### src/sv/hwor_pkg.sv
// ----------------------------------------------------------------------------
// hwor_pkg
// Shared types and constants for the hit-window odometer ramp sequencer.
// ----------------------------------------------------------------------------
`timescale 1ns / 1ps

package hwor_pkg;

  // Sequencer phase, one-hot.
  typedef enum logic [4:0] {
    PH_IDLE = 5'b00001,
    PH_WAIT = 5'b00010,
    PH_ODO  = 5'b00100,
    PH_SLOW = 5'b01000,
    PH_REL  = 5'b10000
  } phase_t;

  // Phase codes as reported on the result channel.
  localparam logic [2:0] PHASE_CODE_IDLE = 3'd0;
  localparam logic [2:0] PHASE_CODE_WAIT = 3'd1;
  localparam logic [2:0] PHASE_CODE_ODO  = 3'd2;
  localparam logic [2:0] PHASE_CODE_SLOW = 3'd3;
  localparam logic [2:0] PHASE_CODE_REL  = 3'd4;

  // Transaction modes.
  localparam logic [1:0] MODE_MAIN    = 2'd0;
  localparam logic [1:0] MODE_RELEASE = 2'd1;
  localparam logic [1:0] MODE_CLEAR   = 2'd2;

  // Configuration register indexes.
  localparam logic [2:0] CFG_PAIR_THRESHOLD   = 3'd0;
  localparam logic [2:0] CFG_TARGET_DISTANCE  = 3'd1;
  localparam logic [2:0] CFG_SLOW_MARGIN      = 3'd2;
  localparam logic [2:0] CFG_SLOW_FLOOR_SPEED = 3'd3;
  localparam logic [2:0] CFG_CRUISE_SPEED     = 3'd4;

  localparam logic [11:0] SINGLE_LEVEL = 12'd80;
  localparam int          RAMP_STEP    = 8;        // 0.5 in Q12.4
  localparam logic [18:0] DIST_K       = 19'd402653; // 0.006 * 2^16 * 2^10
  localparam int          DIST_SHIFT   = 10;

  function automatic logic [2:0] phase_code(input phase_t ph);
    logic [2:0] code;
    case (ph)
      PH_WAIT: code = PHASE_CODE_WAIT;
      PH_ODO:  code = PHASE_CODE_ODO;
      PH_SLOW: code = PHASE_CODE_SLOW;
      PH_REL:  code = PHASE_CODE_REL;
      default: code = PHASE_CODE_IDLE;
    endcase
    return code;
  endfunction

endpackage

### src/sv/hit_window_odometer_ramp_sequencer.sv
// ----------------------------------------------------------------------------
// hit_window_odometer_ramp_sequencer
// Hit detection window, saturating odometer and speed ramp sequencer.
//
// Each input transaction is one control tick: four sensor levels, two wheel
// speeds, the speed command in force and a mode in tuser (main step, release
// step or clear). Every tick produces exactly one result transaction carrying
// the new speed command (flagged valid in tuser), a done flag and the phase.
// The block takes one tick per clock while the result side keeps up. When a
// result waits at the output, it takes one more tick into the input register
// and then holds tready low until the result drains. A tick passes through
// the input register, then the result register. Hit detection and the distance
// increment multiply are done as the tick enters, so the stage after the
// input register holds only the 48-bit saturating add, the target compares
// and the ramp clamps, which set the clock limit. The user must write
// configuration through cfg_we/cfg_index/cfg_wdata only while no tick is in
// flight; the block does not enforce this. Indexes 5 to 7 are ignored.
// ----------------------------------------------------------------------------
`timescale 1ns / 1ps

module hit_window_odometer_ramp_sequencer #(
  parameter int WINDOW_TICKS = 250,
  parameter int HITS_NEEDED  = 8
) (
  input  logic        clk,
  input  logic        rst,
  // Input ticks
  input  logic        s_axis_tvalid,
  output logic        s_axis_tready,
  // left_side_level[11:0], left_mid_level[23:12], right_mid_level[35:24],
  // right_side_level[47:36], left_wheel_speed[59:48],
  // right_wheel_speed[71:60], current_speed[87:72]
  input  logic [87:0] s_axis_tdata,
  input  logic [1:0]  s_axis_tuser,   // mode[1:0]
  // Results
  output logic        m_axis_tvalid,
  input  logic        m_axis_tready,
  // speed_out[15:0], done_res[16], phase[19:17], zero[23:20]
  output logic [23:0] m_axis_tdata,
  output logic        m_axis_tuser,   // speed_valid[0]
  // Configuration
  input  logic        cfg_we,
  input  logic [2:0]  cfg_index,
  input  logic [23:0] cfg_wdata
);

  localparam int WIN_W = $clog2(WINDOW_TICKS + 1);
  localparam int HIT_W = $clog2(HITS_NEEDED + 1);

  // Configuration registers
  logic [11:0] pair_threshold;
  logic [23:0] target_distance;
  logic [23:0] slow_margin;
  logic [10:0] slow_floor_speed;
  logic [14:0] cruise_speed;

  always_ff @(posedge clk) begin
    if (rst) begin
      pair_threshold   <= '0;
      target_distance  <= '0;
      slow_margin      <= '0;
      slow_floor_speed <= '0;
      cruise_speed     <= '0;
    end else if (cfg_we) begin
      case (cfg_index)
        hwor_pkg::CFG_PAIR_THRESHOLD:   pair_threshold   <= cfg_wdata[11:0];
        hwor_pkg::CFG_TARGET_DISTANCE:  target_distance  <= cfg_wdata;
        hwor_pkg::CFG_SLOW_MARGIN:      slow_margin      <= cfg_wdata;
        hwor_pkg::CFG_SLOW_FLOOR_SPEED: slow_floor_speed <= cfg_wdata[10:0];
        hwor_pkg::CFG_CRUISE_SPEED:     cruise_speed     <= cfg_wdata[14:0];
        default: ;
      endcase
    end
  end

  // --------------------------------------------------------------------------
  // Entry: decode the hit and form the signed distance increment
  // --------------------------------------------------------------------------
  logic [11:0]        lvl_ls, lvl_lm, lvl_rm, lvl_rs;
  logic signed [12:0] wheel_sum;
  logic [12:0]        wheel_mag;
  logic [31:0]        dist_prod;
  logic [31:0]        dist_round;
  logic [20:0]        inc_mag;
  logic signed [21:0] inc_in;
  logic               hit_in;

  assign lvl_ls = s_axis_tdata[11:0];
  assign lvl_lm = s_axis_tdata[23:12];
  assign lvl_rm = s_axis_tdata[35:24];
  assign lvl_rs = s_axis_tdata[47:36];

  assign hit_in = (lvl_ls > pair_threshold && lvl_rs > pair_threshold) ||
                  lvl_ls > hwor_pkg::SINGLE_LEVEL || lvl_rs > hwor_pkg::SINGLE_LEVEL ||
                  lvl_lm > hwor_pkg::SINGLE_LEVEL || lvl_rm > hwor_pkg::SINGLE_LEVEL;

  assign wheel_sum = 13'($signed(s_axis_tdata[59:48])) +
                     13'($signed(s_axis_tdata[71:60]));
  assign wheel_mag = wheel_sum[12] ? 13'(-wheel_sum) : 13'(wheel_sum);
  // Round half away from zero on the magnitude, then restore the sign.
  assign dist_prod  = 32'(wheel_mag) * 32'(hwor_pkg::DIST_K);
  assign dist_round = dist_prod + 32'(1 << (hwor_pkg::DIST_SHIFT - 1));
  assign inc_mag    = dist_round[hwor_pkg::DIST_SHIFT +: 21];
  assign inc_in     = wheel_sum[12] ? -$signed({1'b0, inc_mag}) : $signed({1'b0, inc_mag});

  // --------------------------------------------------------------------------
  // Input register
  // --------------------------------------------------------------------------
  logic               s1_valid;
  logic [1:0]         s1_mode;
  logic               s1_hit;
  logic signed [21:0] s1_inc;
  logic signed [15:0] s1_cur;
  logic               advance;

  // Advance the held tick whenever the result register is free or draining.
  assign advance       = s1_valid && (!m_axis_tvalid || m_axis_tready);
  assign s_axis_tready = !s1_valid || advance;

  always_ff @(posedge clk) begin
    if (rst) begin
      s1_valid <= 1'b0;
    end else if (s_axis_tready) begin
      s1_valid <= s_axis_tvalid;
    end
  end

  always_ff @(posedge clk) begin
    if (s_axis_tvalid && s_axis_tready) begin
      s1_mode <= s_axis_tuser;
      s1_hit  <= hit_in;
      s1_inc  <= inc_in;
      s1_cur  <= $signed(s_axis_tdata[87:72]);
    end
  end

  // --------------------------------------------------------------------------
  // Sequencer state
  // --------------------------------------------------------------------------
  hwor_pkg::phase_t   phase_st, phase_st_next;
  logic [HIT_W-1:0]   hit_count, hit_count_next;
  logic [WIN_W-1:0]   window_count, window_count_next;
  logic signed [47:0] distance_acc, distance_acc_next;
  logic signed [15:0] ramp_speed, ramp_speed_next;

  // Saturating odometer update
  logic signed [48:0] acc_sum;
  logic signed [47:0] dist_sat;
  logic signed [49:0] dist_w, tgt_w, mrg_w;
  logic               reach_slow, reach_tgt;

  assign acc_sum  = 49'(distance_acc) + 49'(s1_inc);
  assign dist_sat = (acc_sum[48] != acc_sum[47]) ?
                    (acc_sum[48] ? {1'b1, 47'd0} : {1'b0, {47{1'b1}}}) :
                    acc_sum[47:0];
  assign dist_w   = 50'(dist_sat);
  assign tgt_w    = $signed({18'd0, target_distance, 8'd0});
  assign mrg_w    = $signed({18'd0, slow_margin, 8'd0});
  assign reach_slow = (dist_w + mrg_w) >= tgt_w;
  assign reach_tgt  = dist_w >= tgt_w;

  // Ramp arithmetic
  logic signed [16:0] ramp_w, floor_w, cruise_w, ramp_dn, ramp_up;
  logic [15:0]        slow_ramp;
  logic [15:0]        rel_ramp;
  logic               ramp_at_cruise;

  assign ramp_w    = 17'(ramp_speed);
  assign floor_w   = $signed({2'b00, slow_floor_speed, 4'd0});
  assign cruise_w  = $signed({2'b00, cruise_speed});
  assign ramp_dn   = ramp_w - 17'(hwor_pkg::RAMP_STEP);
  assign ramp_up   = ramp_w + 17'(hwor_pkg::RAMP_STEP);
  assign slow_ramp = (ramp_dn < floor_w) ? floor_w[15:0] : ramp_dn[15:0];
  assign rel_ramp  = (ramp_up > cruise_w) ? cruise_w[15:0] : ramp_up[15:0];
  assign ramp_at_cruise = ramp_w >= cruise_w;

  // Hit window counters, with an idle phase treated as freshly cleared
  logic [HIT_W-1:0] hc_base, hc_inc;
  logic [WIN_W-1:0] wc_base, wc_inc;

  assign hc_base = (phase_st == hwor_pkg::PH_IDLE) ? '0 : hit_count;
  assign wc_base = (phase_st == hwor_pkg::PH_IDLE) ? '0 : window_count;
  assign hc_inc  = hc_base + HIT_W'(s1_hit);
  assign wc_inc  = wc_base + WIN_W'(1);

  logic        res_valid;
  logic [15:0] res_speed;
  logic        res_done;

  always_comb begin
    phase_st_next     = phase_st;
    hit_count_next    = hit_count;
    window_count_next = window_count;
    distance_acc_next = distance_acc;
    ramp_speed_next   = ramp_speed;
    res_valid         = 1'b0;
    res_speed         = '0;
    res_done          = 1'b0;

    case (s1_mode)
      hwor_pkg::MODE_CLEAR: begin
        phase_st_next     = hwor_pkg::PH_IDLE;
        hit_count_next    = '0;
        window_count_next = '0;
        distance_acc_next = '0;
        ramp_speed_next   = '0;
      end

      hwor_pkg::MODE_RELEASE: begin
        if (phase_st == hwor_pkg::PH_REL) begin
          res_valid = 1'b1;
          if (ramp_at_cruise) begin
            res_speed = cruise_w[15:0];
          end else begin
            res_speed       = rel_ramp;
            ramp_speed_next = $signed(rel_ramp);
          end
          // Reaching cruise ends the run: drop back to idle.
          if (ramp_at_cruise || rel_ramp == cruise_w[15:0]) begin
            phase_st_next     = hwor_pkg::PH_IDLE;
            hit_count_next    = '0;
            window_count_next = '0;
            distance_acc_next = '0;
            ramp_speed_next   = '0;
          end
        end
      end

      hwor_pkg::MODE_MAIN: begin
        case (phase_st)
          hwor_pkg::PH_IDLE, hwor_pkg::PH_WAIT: begin
            phase_st_next     = hwor_pkg::PH_WAIT;
            hit_count_next    = hc_base;
            window_count_next = wc_base;
            if (phase_st == hwor_pkg::PH_IDLE) begin
              distance_acc_next = '0;
            end
            if (s1_hit || wc_base != '0) begin
              if (hc_inc >= HIT_W'(HITS_NEEDED)) begin
                hit_count_next    = '0;
                window_count_next = '0;
                distance_acc_next = '0;
                phase_st_next     = hwor_pkg::PH_ODO;
              end else if (wc_inc >= WIN_W'(WINDOW_TICKS)) begin
                hit_count_next    = '0;
                window_count_next = '0;
              end else begin
                hit_count_next    = hc_inc;
                window_count_next = wc_inc;
              end
            end
          end

          hwor_pkg::PH_ODO: begin
            distance_acc_next = dist_sat;
            if (reach_slow) begin
              phase_st_next   = hwor_pkg::PH_SLOW;
              ramp_speed_next = s1_cur;
            end
            if (reach_tgt) begin
              phase_st_next = hwor_pkg::PH_REL;
              res_done      = 1'b1;
            end
          end

          hwor_pkg::PH_SLOW: begin
            distance_acc_next = dist_sat;
            ramp_speed_next   = $signed(slow_ramp);
            res_valid         = 1'b1;
            res_speed         = slow_ramp;
            if (reach_tgt) begin
              phase_st_next = hwor_pkg::PH_REL;
              res_done      = 1'b1;
            end
          end

          hwor_pkg::PH_REL: ;  // hold until release steps arrive

          default: begin
            phase_st_next     = hwor_pkg::PH_IDLE;
            hit_count_next    = '0;
            window_count_next = '0;
            distance_acc_next = '0;
            ramp_speed_next   = '0;
          end
        endcase
      end

      default: ;  // unused mode: hold everything
    endcase
  end

  always_ff @(posedge clk) begin
    if (rst) begin
      phase_st     <= hwor_pkg::PH_IDLE;
      hit_count    <= '0;
      window_count <= '0;
      distance_acc <= '0;
      ramp_speed   <= '0;
    end else if (advance) begin
      phase_st     <= phase_st_next;
      hit_count    <= hit_count_next;
      window_count <= window_count_next;
      distance_acc <= distance_acc_next;
      ramp_speed   <= ramp_speed_next;
    end
  end

  // --------------------------------------------------------------------------
  // Result register
  // --------------------------------------------------------------------------
  logic [15:0] out_speed;
  logic        out_done;
  logic [2:0]  out_phase;
  logic        out_speed_valid;

  always_ff @(posedge clk) begin
    if (rst) begin
      m_axis_tvalid <= 1'b0;
    end else begin
      m_axis_tvalid <= advance || (m_axis_tvalid && !m_axis_tready);
    end
  end

  always_ff @(posedge clk) begin
    if (advance) begin
      out_speed       <= res_speed;
      out_done        <= res_done;
      out_phase       <= hwor_pkg::phase_code(phase_st_next);
      out_speed_valid <= res_valid;
    end
  end

  assign m_axis_tdata = {4'd0, out_phase, out_done, out_speed};
  assign m_axis_tuser = out_speed_valid;

  // --------------------------------------------------------------------------
  // Assertions
  // --------------------------------------------------------------------------
  a_hit_count_range: assert property (@(posedge clk) disable iff (rst)
    hit_count < HIT_W'(HITS_NEEDED))
    else $error("hit count reached threshold without leaving wait phase");

  a_window_range: assert property (@(posedge clk) disable iff (rst)
    window_count < WIN_W'(WINDOW_TICKS))
    else $error("hit window ran past its length");

  a_counts_only_waiting: assert property (@(posedge clk) disable iff (rst)
    (hit_count != '0 || window_count != '0) |-> phase_st == hwor_pkg::PH_WAIT)
    else $error("hit window counters live outside wait phase");

  a_done_enters_release: assert property (@(posedge clk) disable iff (rst)
    (advance && res_done) |=> phase_st == hwor_pkg::PH_REL)
    else $error("done flagged without entering release phase");

  a_result_follows_advance: assert property (@(posedge clk) disable iff (rst)
    advance |=> m_axis_tvalid)
    else $error("processed tick produced no result");

endmodule

### config.mk
export PLATFORM = sky130hd
export DESIGN_NAME = hit_window_odometer_ramp_sequencer
export DESIGN_NICKNAME = d
export VERILOG_FILES = /design/src/sv/hwor_pkg.sv /design/src/sv/hit_window_odometer_ramp_sequencer.sv
export SDC_FILE = /design/constraint.sdc
export NUM_CORES = 1
export LEC_CHECK = 0
export CAP_MARGIN = 10
export CORE_ASPECT_RATIO = 0.6
export CORE_MARGIN = 2
export CORE_UTILIZATION = 55
export CTS_CLUSTER_SIZE = 28
export DETAILED_ROUTE_END_ITERATION = 8
export DONT_BUFFER_PORTS = 1
export PLACE_DENSITY = 0.7
export SLEW_MARGIN = 40
export SYNTH_ARGS = -nofsm -noshare
export SYNTH_HDL_FRONTEND = slang
export SYNTH_SLANG_ARGS = --single-unit
export TNS_END_PERCENT = 20
### constraint.sdc
create_clock -name clk -period 14.9 [get_ports clk]
set_input_delay 0.745 -clock clk [delete_from_list [all_inputs] [get_ports clk]]
set_output_delay 0.745 -clock clk [all_outputs]
set_load 0.05 [all_outputs]
# Word-level counts from Yosys, hierarchy flattened
# Cells that the tools add are included.
[word_totals] out_inout_bits=27 reg_bits=231 wordCells=155
[op_classes] eq_ne=24 multipliers=1 muxes=53 add_sub_neg=10 n_reduce_logical=33 order_cmp=13
[op_table] cell="$mux 48" n=7
[op_table] cell="$pmux 48 s3" n=2
[op_table] cell="$mux 16" n=9
[op_table] cell="$pmux 16 s3" n=2
[op_table] cell="$add 48x22->49" n=1
[op_table] cell="$add 48x33->49" n=1
[op_table] cell="$ge 49x33->1" n=1
[op_table] cell="$ge 48x33->1" n=1
[op_table] cell="$gt 12x7->1 const B" n=4
[op_table] cell="$mux 8" n=6
[op_table] cell="$pmux 16 s2" n=1
[op_table] cell="$add 31x10->31 const B" n=1
[op_table] cell="$mul 13x19->31 const B" n=1
[op_table] cell="$mux 5" n=5
[op_table] cell="$gt 12x12->1" n=2
[op_table] cell="$mux 4" n=6
[op_table] cell="$pmux 8 s3" n=1
[op_table] cell="$neg 21->22" n=1
[op_table] cell="$mux 21" n=1
[op_table] cell="$pmux 5 s4" n=1
[op_table] cell="$add 16x5->17 const B" n=1
[op_table] cell="$gt 17x16->1" n=1
[op_table] cell="$lt 17x16->1" n=1
[op_table] cell="$sub 16x5->17 const B" n=1
[op_table] cell="42 further kinds" n=76

# Depth between registers and ports, before layout
# Gate-level depths: netlist of the first run.
[logic_depth] word_depth=11 mapped_depth=40 ltp_nobuf=37

# Least setup slack after synthesis of the first run
# No wires, ideal clock.
[synth_path] path_type="input port to flip-flop" from="in s_axis_tdata[49]" to="reg s1_inc[20] (data pin)" path_buffers=1 setup_ps=262 cell_stages=31 path_slack_ps=4703 arrival_ps=9934 required_time_ps=14638 path_cell_list="ha_1 -> a21o_1 -> a21oi_1 -> o21bai_1 -> a21oi_1 -> xnor2_1 -> or4_1 -> or3_1 -> or3_1 -> nor4_1 -> fa_1 -> fa_1 -> inv_1 -> fa_1 -> fa_1 -> fa_1 -> ha_1 -> ha_1 -> clkbuf_1 -> a21o_1 -> a21o_1 -> a221o_1 -> a31o_2 -> o31a_1 -> o211a_1 -> o21ai_0 -> nand2b_1 -> mux2i_1 -> a221oi_1 -> o31ai_1 -> xnor2_1"
[synth_between] elab_chain_len=7
[synth_lines] element="from (decl)" line="hit_window_odometer_ramp_sequencer.sv:33" text="input logic [87:0] s_axis_tdata,"
[synth_lines] element="$add 12x12->13 (*)" line="hit_window_odometer_ramp_sequencer.sv:97" text="assign wheel_sum = 13'($signed(s_axis_tdata[59:48])) +"
[synth_lines] element="$neg 13->13" line="hit_window_odometer_ramp_sequencer.sv:99" text="assign wheel_mag = wheel_sum[12] ? 13'(-wheel_sum) : 13'(wheel_sum);"
[synth_lines] element="$mux 13" line="hit_window_odometer_ramp_sequencer.sv:99"
[synth_lines] element="$mul 13x19->31" line="hit_window_odometer_ramp_sequencer.sv:101" text="assign dist_prod = 32'(wheel_mag) * 32'(hwor_pkg::DIST_K);"
[synth_lines] element="$add 31x10->31" line="hit_window_odometer_ramp_sequencer.sv:102" text="assign dist_round = dist_prod + 32'(1 << (hwor_pkg::DIST_SHIFT - 1));"
[synth_lines] element="$neg 21->22" line="hit_window_odometer_ramp_sequencer.sv:104" text="assign inc_in = wheel_sum[12] ? -$signed({1'b0, inc_mag}) : $signed({1'b0, inc_mag});"
[synth_lines] element="$mux 21 (*)" line="hit_window_odometer_ramp_sequencer.sv:104"
[synth_lines] element="net inc_in[20]" line="hit_window_odometer_ramp_sequencer.sv:85" text="logic signed [21:0] inc_in;"
[synth_lines] element="to (signal assigned)" line="hit_window_odometer_ramp_sequencer.sv:132" text="s1_inc <= inc_in;"
[synth_lines] element="to (decl)" line="hit_window_odometer_ramp_sequencer.sv:112" text="logic signed [21:0] s1_inc;"
# The timed path passes the listed nets; every way through them passes the cells marked *.
# A chain may end at the register's enable or synchronous reset.

# Final worst setup path of the first run
[layout_path] from="in s_axis_tdata[49]" to="reg s1_inc[18] (data pin)"
# The elaborated chain is that of the path after synthesis.

==> impl_metrics.csv, run 1 <==
group,metric,value,unit
clocking,tritoncts,"built",
critical_path,reg2reg_to,"out_phase[2]",
logic_synthesis,ys_warn_count,0,
drt,totalWireLength,74.2,mm
critical_path,cp-end-kind,"flip-flop",
floorplanning,core.rowCount,59,
critical_path,r2r_setup_slack,5.34,ns
final_layout,num-fill-cells,3949,
clocking,cts_resized,0,
final_layout,areaGrowthSynthToFinish,5.73,%
global_route,grt_use_total,32.4,%
clocking,cts_htree_levels,1,
critical_path,rr_worst_depth,32,
critical_path,cp_max_fo,8,
logic_synthesis,syn_inst,2953,
timing,hold_viol,0,
clocking,cts_root_buffer,"clkbuf_16",
global_route,antenna_found_initial,0,
place,portBuffers,0,
drt,first_pass_iters,6,
timing,timing.final.crit_share,66.8,%
floorplanning,core_area,43000,sq um
status,status,"complete, no violations",
final_layout,drive_above_1_share,4.99,%
logic_synthesis,ys_seq_elements,231,
drt,drc,0,
clocking,path_clk_slew,0.06,ns
global_route,grt_pass1_vias,21038,
floorplanning,initial_core_util,55.4,%
critical_path,slowest_stage,"or4_1",
logic_synthesis,ys_seq_area_share,22.0,%
critical_path,r2r_start,"s1_inc[21]",
final_layout,final_common_cell,"nand2_1",
place,dpl.hpwl,58.1,mm
drt,ant_nets,0,
clocking,clockBufferDepth,3,
timing,slew_headroom,40.1,%
critical_path,critPathMaxStageDelay,0.58,ns
drt,drtIter0Drc,2364,
global_route,grt_pass1_wl,116,mm
floorplanning,fp.dieH,165,microns
floorplanning,fp.dieW,273,microns
logic_synthesis,synth-main-ff-cell,"dfxtp_1",
logic_synthesis,synth_edf_count,62,
worst_hold_path,holdPathEnd,"ramp_speed[15]",
global_route,grt_max_degree,171,
clocking,post-cts-setup-buffers,0,
timing,tightestPinTransition,0.896,ns
worst_hold_path,hp-start,"rst",
logic_synthesis,async_reset_ff_share,0,%
timing,slew_viol_final,0,
floorplanning,dieArea,45100,sq um
clocking,cts.sinks,231,
final_layout,final_cell_mix,"nand2_1 (380), ha_1 (328), a21oi_1 (259), inv_1 (213), nor2_1 (206)",
timing,rsz0062_at_grt,"no",
final_layout,nNetsFinal,3409,
critical_path,arrival,10.26,ns
critical_path,path_common_cell,"fa_1",
drt,wire_per_inst,21.3,microns
worst_hold_path,worstHoldPathType,"input pin to flip-flop",
final_layout,fin_util,58.6,%
worst_hold_path,hold_depth,1,
place,gp_congestion,0.983,
logic_synthesis,yosysUniqueCellTypes,93,
critical_path,startpoint_type,"input pin",
timing,max_clock_freq,0.100,GHz
drt,via_per_inst,6.38,
critical_path,cp.required,15.20,ns
timing,finalSetupViolCount,0,
drt,vias,22233,
timing,skew,0.0226,ns
logic_synthesis,synth_area,23800,sq um
critical_path,path_class,"input pin to flip-flop",
clocking,cts_buffers,25,
timing,fin_crit,9.96,ns
timing,timing.setup.tns,0,ns
clocking,clk_latency,0.57,ns
floorplanning,num_io_pins,149,
logic_synthesis,avgSynthCellArea,8.08,sq um
flow_run,max_cap_viol_count,0,
clocking,cts_hold_buf,0,
global_route,grt-ovfl-total,0,
layer usage:
layer	vias up	global-route usage (%)	share of wire, %
met1	10721	47.8	47
met3	101	6.36	9.6
met2	958	49.2	42
met4	0	5.94	1.7
li1	10453	-	-
met5	-	0	0
sequential cells by signal, indices dropped and copies added, names as in the netlist, 2 cells and up:
name	cells
ramp_speed	16
slow_floor_speed	11
window_count	8
cruise_speed	15
phase_st	5
s1_mode	2
s1_inc	22
distance_acc	48
hit_count	4
out_speed	16
s1_cur	16
pair_threshold	12
target_distance	24
slow_margin	24
out_phase	3
through the flow:
| step | worst slack [ns] | instance area [sq um] | cells | hold WS (ns) |
|---|---|---|---|---|
| after global routing | 4.31 | 25200 | 3483 | 0.218 |
| final | 4.94 | 25200 | 3484 | 0.237 |
| after detailed placement | 4.05 | 24400 | 3436 | 0.445 |
| after CTS | 4.62 | 25200 | 3482 | 0.230 |
| after floorplan | 4.70 | 23900 | 2956 | 0.432 |
| after global placement | 4.50 | 24300 | 3432 | 0.435 |
area by class of cell:
cell class,count,area (sq um),share of cell area (%)
Multi-Input combinational cell,2375,17300,68.7
Sequential cell,231,5250,20.8
Timing Repair Buffer,39,328,1.30
Clock inverter,12,121,0.481
Antenna cell,1,2.50,0.00992
Inverter,213,800,3.17
Clock buffer,34,679,2.69
Tap cell,579,724,2.87
Yosys cell counts (17+ instances only):
master | number | area, sq um
dfxtp_1 | 169 | 3380
a21o_1 | 68 | 510
inv_1 | 213 | 800
nor3_1 | 56 | 280
clkbuf_1 | 113 | 424
ha_1 | 328 | 4100
nor2_1 | 208 | 781
mux2i_1 | 26 | 260
or3_1 | 20 | 125
xnor2_1 | 106 | 928
edfxtp_1 | 62 | 1860
and2_1 | 20 | 125
xor2_1 | 55 | 482
and3_1 | 28 | 175
o21a_1 | 31 | 233
nand2_1 | 380 | 1430
a22oi_1 | 60 | 450
nor2b_1 | 27 | 169
nor4_1 | 26 | 163
a211oi_1 | 21 | 158
a21oi_1 | 260 | 1300
maj3_1 | 17 | 170
nand4_1 | 52 | 325
fa_1 | 74 | 1480
nand2b_1 | 19 | 119
o31ai_1 | 22 | 165
o21ai_0 | 149 | 746
nand3_1 | 61 | 305
cell families after synthesis:
logic type,after synthesis,synth area share (%)
multiplexers,27,1.14
adder cells (fa/ha/maj),420,24.2
other,1,0.0157
AO/OA/AOI/OAI,796,21.7
flip-flops,231,22.0
AND/OR/NAND/NOR,966,19.1
buffers and inverters,350,5.81
XOR/XNOR,162,5.98
worst max-delay path, delay by kind of cell:
family | cells | cell delay (ns)
compound gates | 11 | 2.63
simple gates | 7 | 2.34
buf+inv | 2 | 0.26
xor+xnor | 3 | 0.80
fa+ha+maj | 8 | 3.47
worst max path at each step:
stage	endpoint	from	slack, ns	depth (start not counted)
after floorplan	s1_inc[20]	s_axis_tdata[49]	4.70	31
after global placement	s1_inc[20]	s_axis_tdata[48]	4.50	31
after detailed placement	s1_inc[20]	s_axis_tdata[48]	4.05	32
after CTS	s1_inc[20]	s_axis_tdata[48]	4.62	32
after global routing	s1_inc[18]	s_axis_tdata[49]	4.31	31
final	s1_inc[18]	s_axis_tdata[49]	4.94	31
Power of run 1 is left out: the tool's default activity adds up to more than one toggle a clock period on the data nets, which glitch-free logic cannot reach.
==> run 2: changes to the inputs <==
--- a/config.mk
+++ b/config.mk
@@ -12,7 +12,7 @@
 export CTS_CLUSTER_SIZE = 28
 export DETAILED_ROUTE_END_ITERATION = 8
 export DONT_BUFFER_PORTS = 1
-export PLACE_DENSITY = 0.7
+export PLACE_DENSITY = 0.73
 export SLEW_MARGIN = 40
 export SYNTH_ARGS = -nofsm -noshare
 export SYNTH_HDL_FRONTEND = slang
==> constraint.sdc (replaced) <==
create_clock -name clk -period 8.48 [get_ports clk]
set_input_delay 0.424 -clock clk [delete_from_list [all_inputs] [get_ports clk]]
set_output_delay 0.424 -clock clk [all_outputs]
set_load 0.05 [all_outputs]
==> run 2 against run 1 <==
Clock skew decreased by 0.0068 ns. Routed wire length increased by 4.9%. First-iteration DRC count is 17% higher. Hold slack got worse by 0.21 ns. Count of clock-buffer cells in the layout shrank 7. Register-to-register slack lost 5.1 ns. Setup slack got worse by 4.9 ns. Utilization up 7.4 points. Via count rose by 6.3%. Final cell count up 9.4%. Global-route usage grew 1.1 points. Critical path depth is 1 higher.
==> impl_metrics.csv, run 2 (synthesis gave the netlist of run 1 again) <==
group,metric,value,unit
clocking,cts_root_buffer,"clkbuf_16",
final_layout,regMostFlops,"distance_acc",
global_route,antenna_found_initial,5,
critical_path,critPathMaxStageDelay,0.58,ns
timing,max_clock_freq,0.118,GHz
floorplanning,core_area,43000,sq um
clocking,cts.sinks,231,
critical_path,cp_max_fo,4,
floorplanning,fp.dieH,165,microns
drt,wire_per_inst,20.4,microns
timing,finalSetupViolCount,0,
clocking,cts_htree_levels,1,
worst_hold_path,worstHoldPathType,"input pin to flip-flop",
final_layout,areaGrowthSynthToFinish,19.1,%
final_layout,final_common_cell,"nand2_1",
worst_hold_path,hp-start,"cfg_wdata[1]",
timing,tightestPinTransition,0.872,ns
timing,fin_ws,0.0188,ns
drt,drtIter0Drc,2759,
critical_path,slowest_stage,"fa_1",
drt,via_per_inst,6.20,
timing,slew_headroom,41.7,%
clocking,clk_latency,0.56,ns
place,gp_congestion,0.969,
critical_path,path_class,"input pin to flip-flop",
clocking,path_clk_slew,0.07,ns
floorplanning,core.rowCount,59,
timing,hold_viol,0,
global_route,grt_pass1_wl,120,mm
global_route,grt_max_degree,169,
floorplanning,initial_core_util,55.4,%
timing,fin_crit,8.46,ns
drt,drc,0,
final_layout,drive_above_1_share,16.3,%
floorplanning,dieArea,45100,sq um
final_layout,final_cell_mix,"nand2_1 (377), buf_4 (312), ha_1 (311), a21oi_1 (240), inv_1 (210)",
timing,whs,0.0306,ns
critical_path,crit_start,"s_axis_tdata[48]",
critical_path,arrival,8.77,ns
critical_path,startpoint_type,"input pin",
timing,timing.final.crit_share,99.8,%
clocking,cts_buffers,23,
global_route,grt_pass1_vias,22254,
place,post-place-ws,-0.685,ns
critical_path,cp.required,8.79,ns
final_layout,nNetsFinal,3733,
timing,skew,0.0158,ns
clocking,tritoncts,"built",
floorplanning,num_io_pins,149,
global_route,grt_use_total,33.5,%
drt,ant_nets,0,
final_layout,largest_reg_flops,48,
global_route,grt-ovfl-total,0,
flow_run,max_cap_viol_count,0,
critical_path,r2r_start,"s1_inc[21]",
drt,totalWireLength,77.8,mm
critical_path,path_common_cell,"fa_1",
timing,rsz0062_at_grt,"yes",
timing,slew_viol_final,0,
drt,vias,23624,
final_layout,largestRegisters,"distance_acc: 48 flops, slow_margin: 24 flops, target_distance: 24 flops",
clocking,clockBufferDepth,3,
status,status,"complete, no violations",
place,dpl.hpwl,59.9,mm
drt,first_pass_iters,6,
floorplanning,fp.dieW,273,microns
place,portBuffers,0,
critical_path,cp-end-kind,"flip-flop",
## run 2: timing repair
action / 4_1_cts / 5_1_grt
endpoints found under the hold margin: 186 / 0
setup endpoints to repair: 23 / 30
hold buffers: 44 / 0
pin swaps: 4 / 44
resized for setup: 18 / 92
gates cloned: 0 / 1
buffers inserted: 1 / 8
## run 2: through the flow
stage	utilization, %	cells	instance area [sq um]	setup TNS [ns]
3_5_place_dp	61.8	3709	26600	-6.82
5_1_grt	66.0	3810	28400	-0.739
6_report	66.0	3811	28400	0
2_1_floorplan	-	2956	24000	-1.17
4_1_cts	64.8	3796	27900	0
3_3_place_gp	61.6	3707	26500	-3.24
## run 2: cell type report
class / count / area [sq um]
antenna: 6 / 15.0
clock buffer: 27 / 621
clock inverter: 15 / 103
fill: 3634 / 14600
inverter: 213 / 800
multi-input combinational: 2375 / 17900
sequential: 231 / 5250
tap: 579 / 724
timing repair buffer: 365 / 2960
## run 2: final timing paths
kind / endpoint / slack (ns) / depth (start not counted)
min reg2reg: target_distance[15] / 0.46 / 2
max: s1_inc[18] / 0.02 / 32
min: slow_margin[1] / 0.03 / 2
max reg2reg: out_phase[1] / 0.21 / 40
## run 2: per-layer routing
metal | global-route usage (%) | up-vias | wire [microns]
li1 | - | 11117 | -
met1 | 49.8 | 11254 | 36400
met2 | 49.6 | 1121 | 32100
met3 | 6.19 | 132 | 7590
met4 | 8.32 | 0 | 1780
met5 | 0 | - | 0
## run 2: critical path: cells and delay by family
kind | cells | cell delay [ns]
AO/OA/AOI/OAI | 11 | 2.25
adder cells (fa/ha/maj) | 9 | 3.66
buffers and inverters | 3 | 0.22
AND/OR/NAND/NOR | 6 | 1.71
XOR/XNOR | 3 | 0.48
Power of run 2 is left out for the same reason.
==> run 3: changes to the inputs <==
--- a/config.mk
+++ b/config.mk
@@ -5,6 +5,7 @@
 export SDC_FILE = /design/constraint.sdc
 export NUM_CORES = 1
 export LEC_CHECK = 0
+export ABC_AREA = 1
 export CAP_MARGIN = 10
 export CORE_ASPECT_RATIO = 0.6
 export CORE_MARGIN = 2
@@ -13,6 +14,7 @@
 export DETAILED_ROUTE_END_ITERATION = 8
 export DONT_BUFFER_PORTS = 1
 export PLACE_DENSITY = 0.73
+export RECOVER_POWER = 50
 export SLEW_MARGIN = 40
 export SYNTH_ARGS = -nofsm -noshare
 export SYNTH_HDL_FRONTEND = slang
==> run 3 against run 2 <==
The run now ends with capacitance limit, slew limit left. Count of clock-buffer cells in the layout is 2 higher. Non-clock buffer count is 267 lower. Utilization is 5.7 points lower. Critical path type is now flip-flop to flip-flop. Critical endpoint is now ramp_speed[0]. Largest cell class unchanged. Highest routed layer is now met5.
==> impl_metrics.csv, run 3 <==
group,metric,value,unit
logic_synthesis,ys_seq_area_share,21.1,%
critical_path,cp.required,8.99,ns
timing,hold_viol,0,
clocking,clk_latency,0.59,ns
final_layout,areaGrowthSynthToFinish,8.46,%
critical_path,path_common_cell,"nand2_1",
logic_synthesis,synth_edf_count,62,
global_route,grt_max_degree,80,
place,gp_congestion,1.02,
global_route,grt_use_total,34.0,%
drt,first_pass_iters,8,
final_layout,drive_above_1_share,5.24,%
final_layout,final_common_cell,"nand2_1",
critical_path,cp-end-kind,"flip-flop",
final_layout,largestRegisters,"distance_acc: 48 flops, slow_margin: 24 flops, target_distance: 24 flops",
logic_synthesis,synth_area,24800,sq um
logic_synthesis,syn_inst,3600,
critical_path,path_class,"flip-flop to flip-flop",
floorplanning,num_io_pins,149,
timing,finalSetupViolCount,0,
clocking,clockBufferDepth,3,
place,dpl.hpwl,62.9,mm
logic_synthesis,avgSynthCellArea,6.89,sq um
critical_path,slowest_stage,"ha_1",
timing,slew_viol_final,98,
logic_synthesis,yosysUniqueCellTypes,62,
critical_path,rr_worst_depth,48,
clocking,cts_buffers,25,
timing,rsz0062_at_grt,"no",
critical_path,startpoint_type,"flip-flop",
drt,via_per_inst,5.83,
clocking,cts_htree_levels,1,
critical_path,r2r_setup_slack,0.57,ns
timing,slew_headroom,-50.5,%
logic_synthesis,yosys.area.top_type,"ha_1",
logic_synthesis,yosys.area.top_type_share,16.5,%
timing,skew,0.0404,ns
logic_synthesis,ys_top_cells_by_area,"ha_1 (17%), dfxtp_1 (14%), nand2_1 (11%)",
status,status,"complete, but fails checks",
clocking,post-cts-setup-buffers,0,
place,portBuffers,0,
critical_path,arrival,8.42,ns
clocking,tritoncts,"built",
logic_synthesis,synth_commonest_cells,"nand2_1 (755), inv_1 (506), a21oi_1 (367)",
final_layout,largest_reg_flops,48,
final_layout,fin_util,60.3,%
drt,vias,24716,
status,violations,"capacitance limit, slew limit",
clocking,path_clk_slew,0.07,ns
logic_synthesis,ys_warn_count,0,
floorplanning,fp.dieH,169,microns
clocking,cts_root_buffer,"clkbuf_16",
global_route,grt_pass1_wl,127,mm
drt,totalWireLength,80.3,mm
global_route,grt-ovfl-total,0,
floorplanning,initial_core_util,55.6,%
drt,drc,0,
logic_synthesis,yosysMostFrequentCell,"nand2_1",
timing,timing.setup.tns,0,ns
global_route,grt_pass1_vias,22512,
final_layout,final_cell_mix,"nand2_1 (752), inv_1 (502), a21oi_1 (367), ha_1 (327), nor2_1 (295)",
critical_path,cp_max_fo,27,
timing,tightestPinTransition,2.25,ns
timing,timing.final.crit_share,93.3,%
logic_synthesis,async_reset_ff_share,0,%
critical_path,critPathMaxStageDelay,0.46,ns
drt,ant_nets,0,
floorplanning,fp.dieW,278,microns
worst_hold_path,worstHoldPathType,"input pin to flip-flop",
logic_synthesis,ys_seq_elements,231,
floorplanning,dieArea,46900,sq um
floorplanning,core_area,44700,sq um
final_layout,nNetsFinal,4153,
final_layout,regMostFlops,"distance_acc",
floorplanning,core.rowCount,60,
logic_synthesis,synth-main-ff-cell,"dfxtp_1",
worst_hold_path,hold_depth,2,
drt,drtIter0Drc,2683,
drt,wire_per_inst,19.0,microns
timing,fin_crit,7.91,ns
global_route,antenna_found_initial,2,
flow_run,max_cap_viol_count,3,
timing,max_clock_freq,0.126,GHz
clocking,cts.sinks,231,
-- run 3: cell count changes after synthesis, sizes merged, moves of 62 or more --
| cell | before | now |
|---|---|---|
| xnor2 | 107 | 45 |
| nand2 | 380 | 771 |
| inv | 213 | 522 |
| nor2 | 208 | 310 |
| a21oi | 260 | 383 |
| o21ai | 156 | 292 |
| nand3 | 61 | 180 |
-- run 3: repair_timing --
action                                  4_1_cts  5_1_grt
endpoints found under the setup margin        0        6
hold endpoints to repair                    106        0
gates resized for setup                       0        3
hold buffers                                 41        0
-- run 3: cell families (layout without fill, tap and decap cells) --
family                     count (synthesis)  count (layout)  synth area share, %
adders and majority gates                402             402                 22.5
buffers and inverters                    622             667                 9.67
and+or+nand+nor                         1403            1403                 24.0
AOI/OAI and AO/OA                        817             817                 18.3
xor gates and xnor gates                 124             124                 4.38
DFF                                      231             231                 21.1
other                                      1               5               0.0151
-- run 3: final cells by class --
cell class | instances | area, sq um
clock inverters | 17 | 189
inverters | 523 | 1970
fillers | 4204 | 17800
multi-input cells | 2750 | 17200
clock buffers | 29 | 662
well taps | 589 | 737
repair buffers | 98 | 873
flip-flops and latches | 231 | 5250
diodes | 1 | 2.50
-- run 3: through the flow --
step	setup slack, ns	area (sq um)	hold WS (ns)	std cells
floorplan	0.0659	24800	0.430	3603
global placement	0.312	25600	0.444	4149
detailed placement	0.167	25600	0.449	4149
CTS	0.684	26900	0.000142	4236
global route	0.0562	26900	0.00743	4237
finish	0.571	26900	0.0189	4238
-- run 3: final timing paths --
kind	startpoint	endpoint
hold reg to reg	hit_count[0]	hit_count[0]
setup reg to reg	s1_inc[21]	ramp_speed[0]
setup / recovery	s1_inc[21]	ramp_speed[0]
hold / removal	cfg_wdata[2]	slow_margin[2]
-- run 3: layer usage --
layer / up-vias / part of all wire, % / GRT usage [%]
met4: 2 / 1.8 / 6.27
li1: 12062 / - / -
met3: 97 / 13 / 8.82
met2: 1182 / 36 / 45.0
met1: 11373 / 49 / 54.0
met5: - / 0.016 / 0
-- run 3: critical path: cells and delay by family (launching register included) --
| kind | cells | cell delay [ns] |
|---|---|---|
| AO/OA/AOI/OAI | 13 | 2.34 |
| XOR/XNOR | 1 | 0.18 |
| adder cells (fa/ha/maj) | 4 | 1.37 |
| buffers and inverters | 6 | 0.81 |
| flip-flops | 1 | 0.37 |
| AND/OR/NAND/NOR | 24 | 2.74 |
Power of run 3 is left out for the same reason.
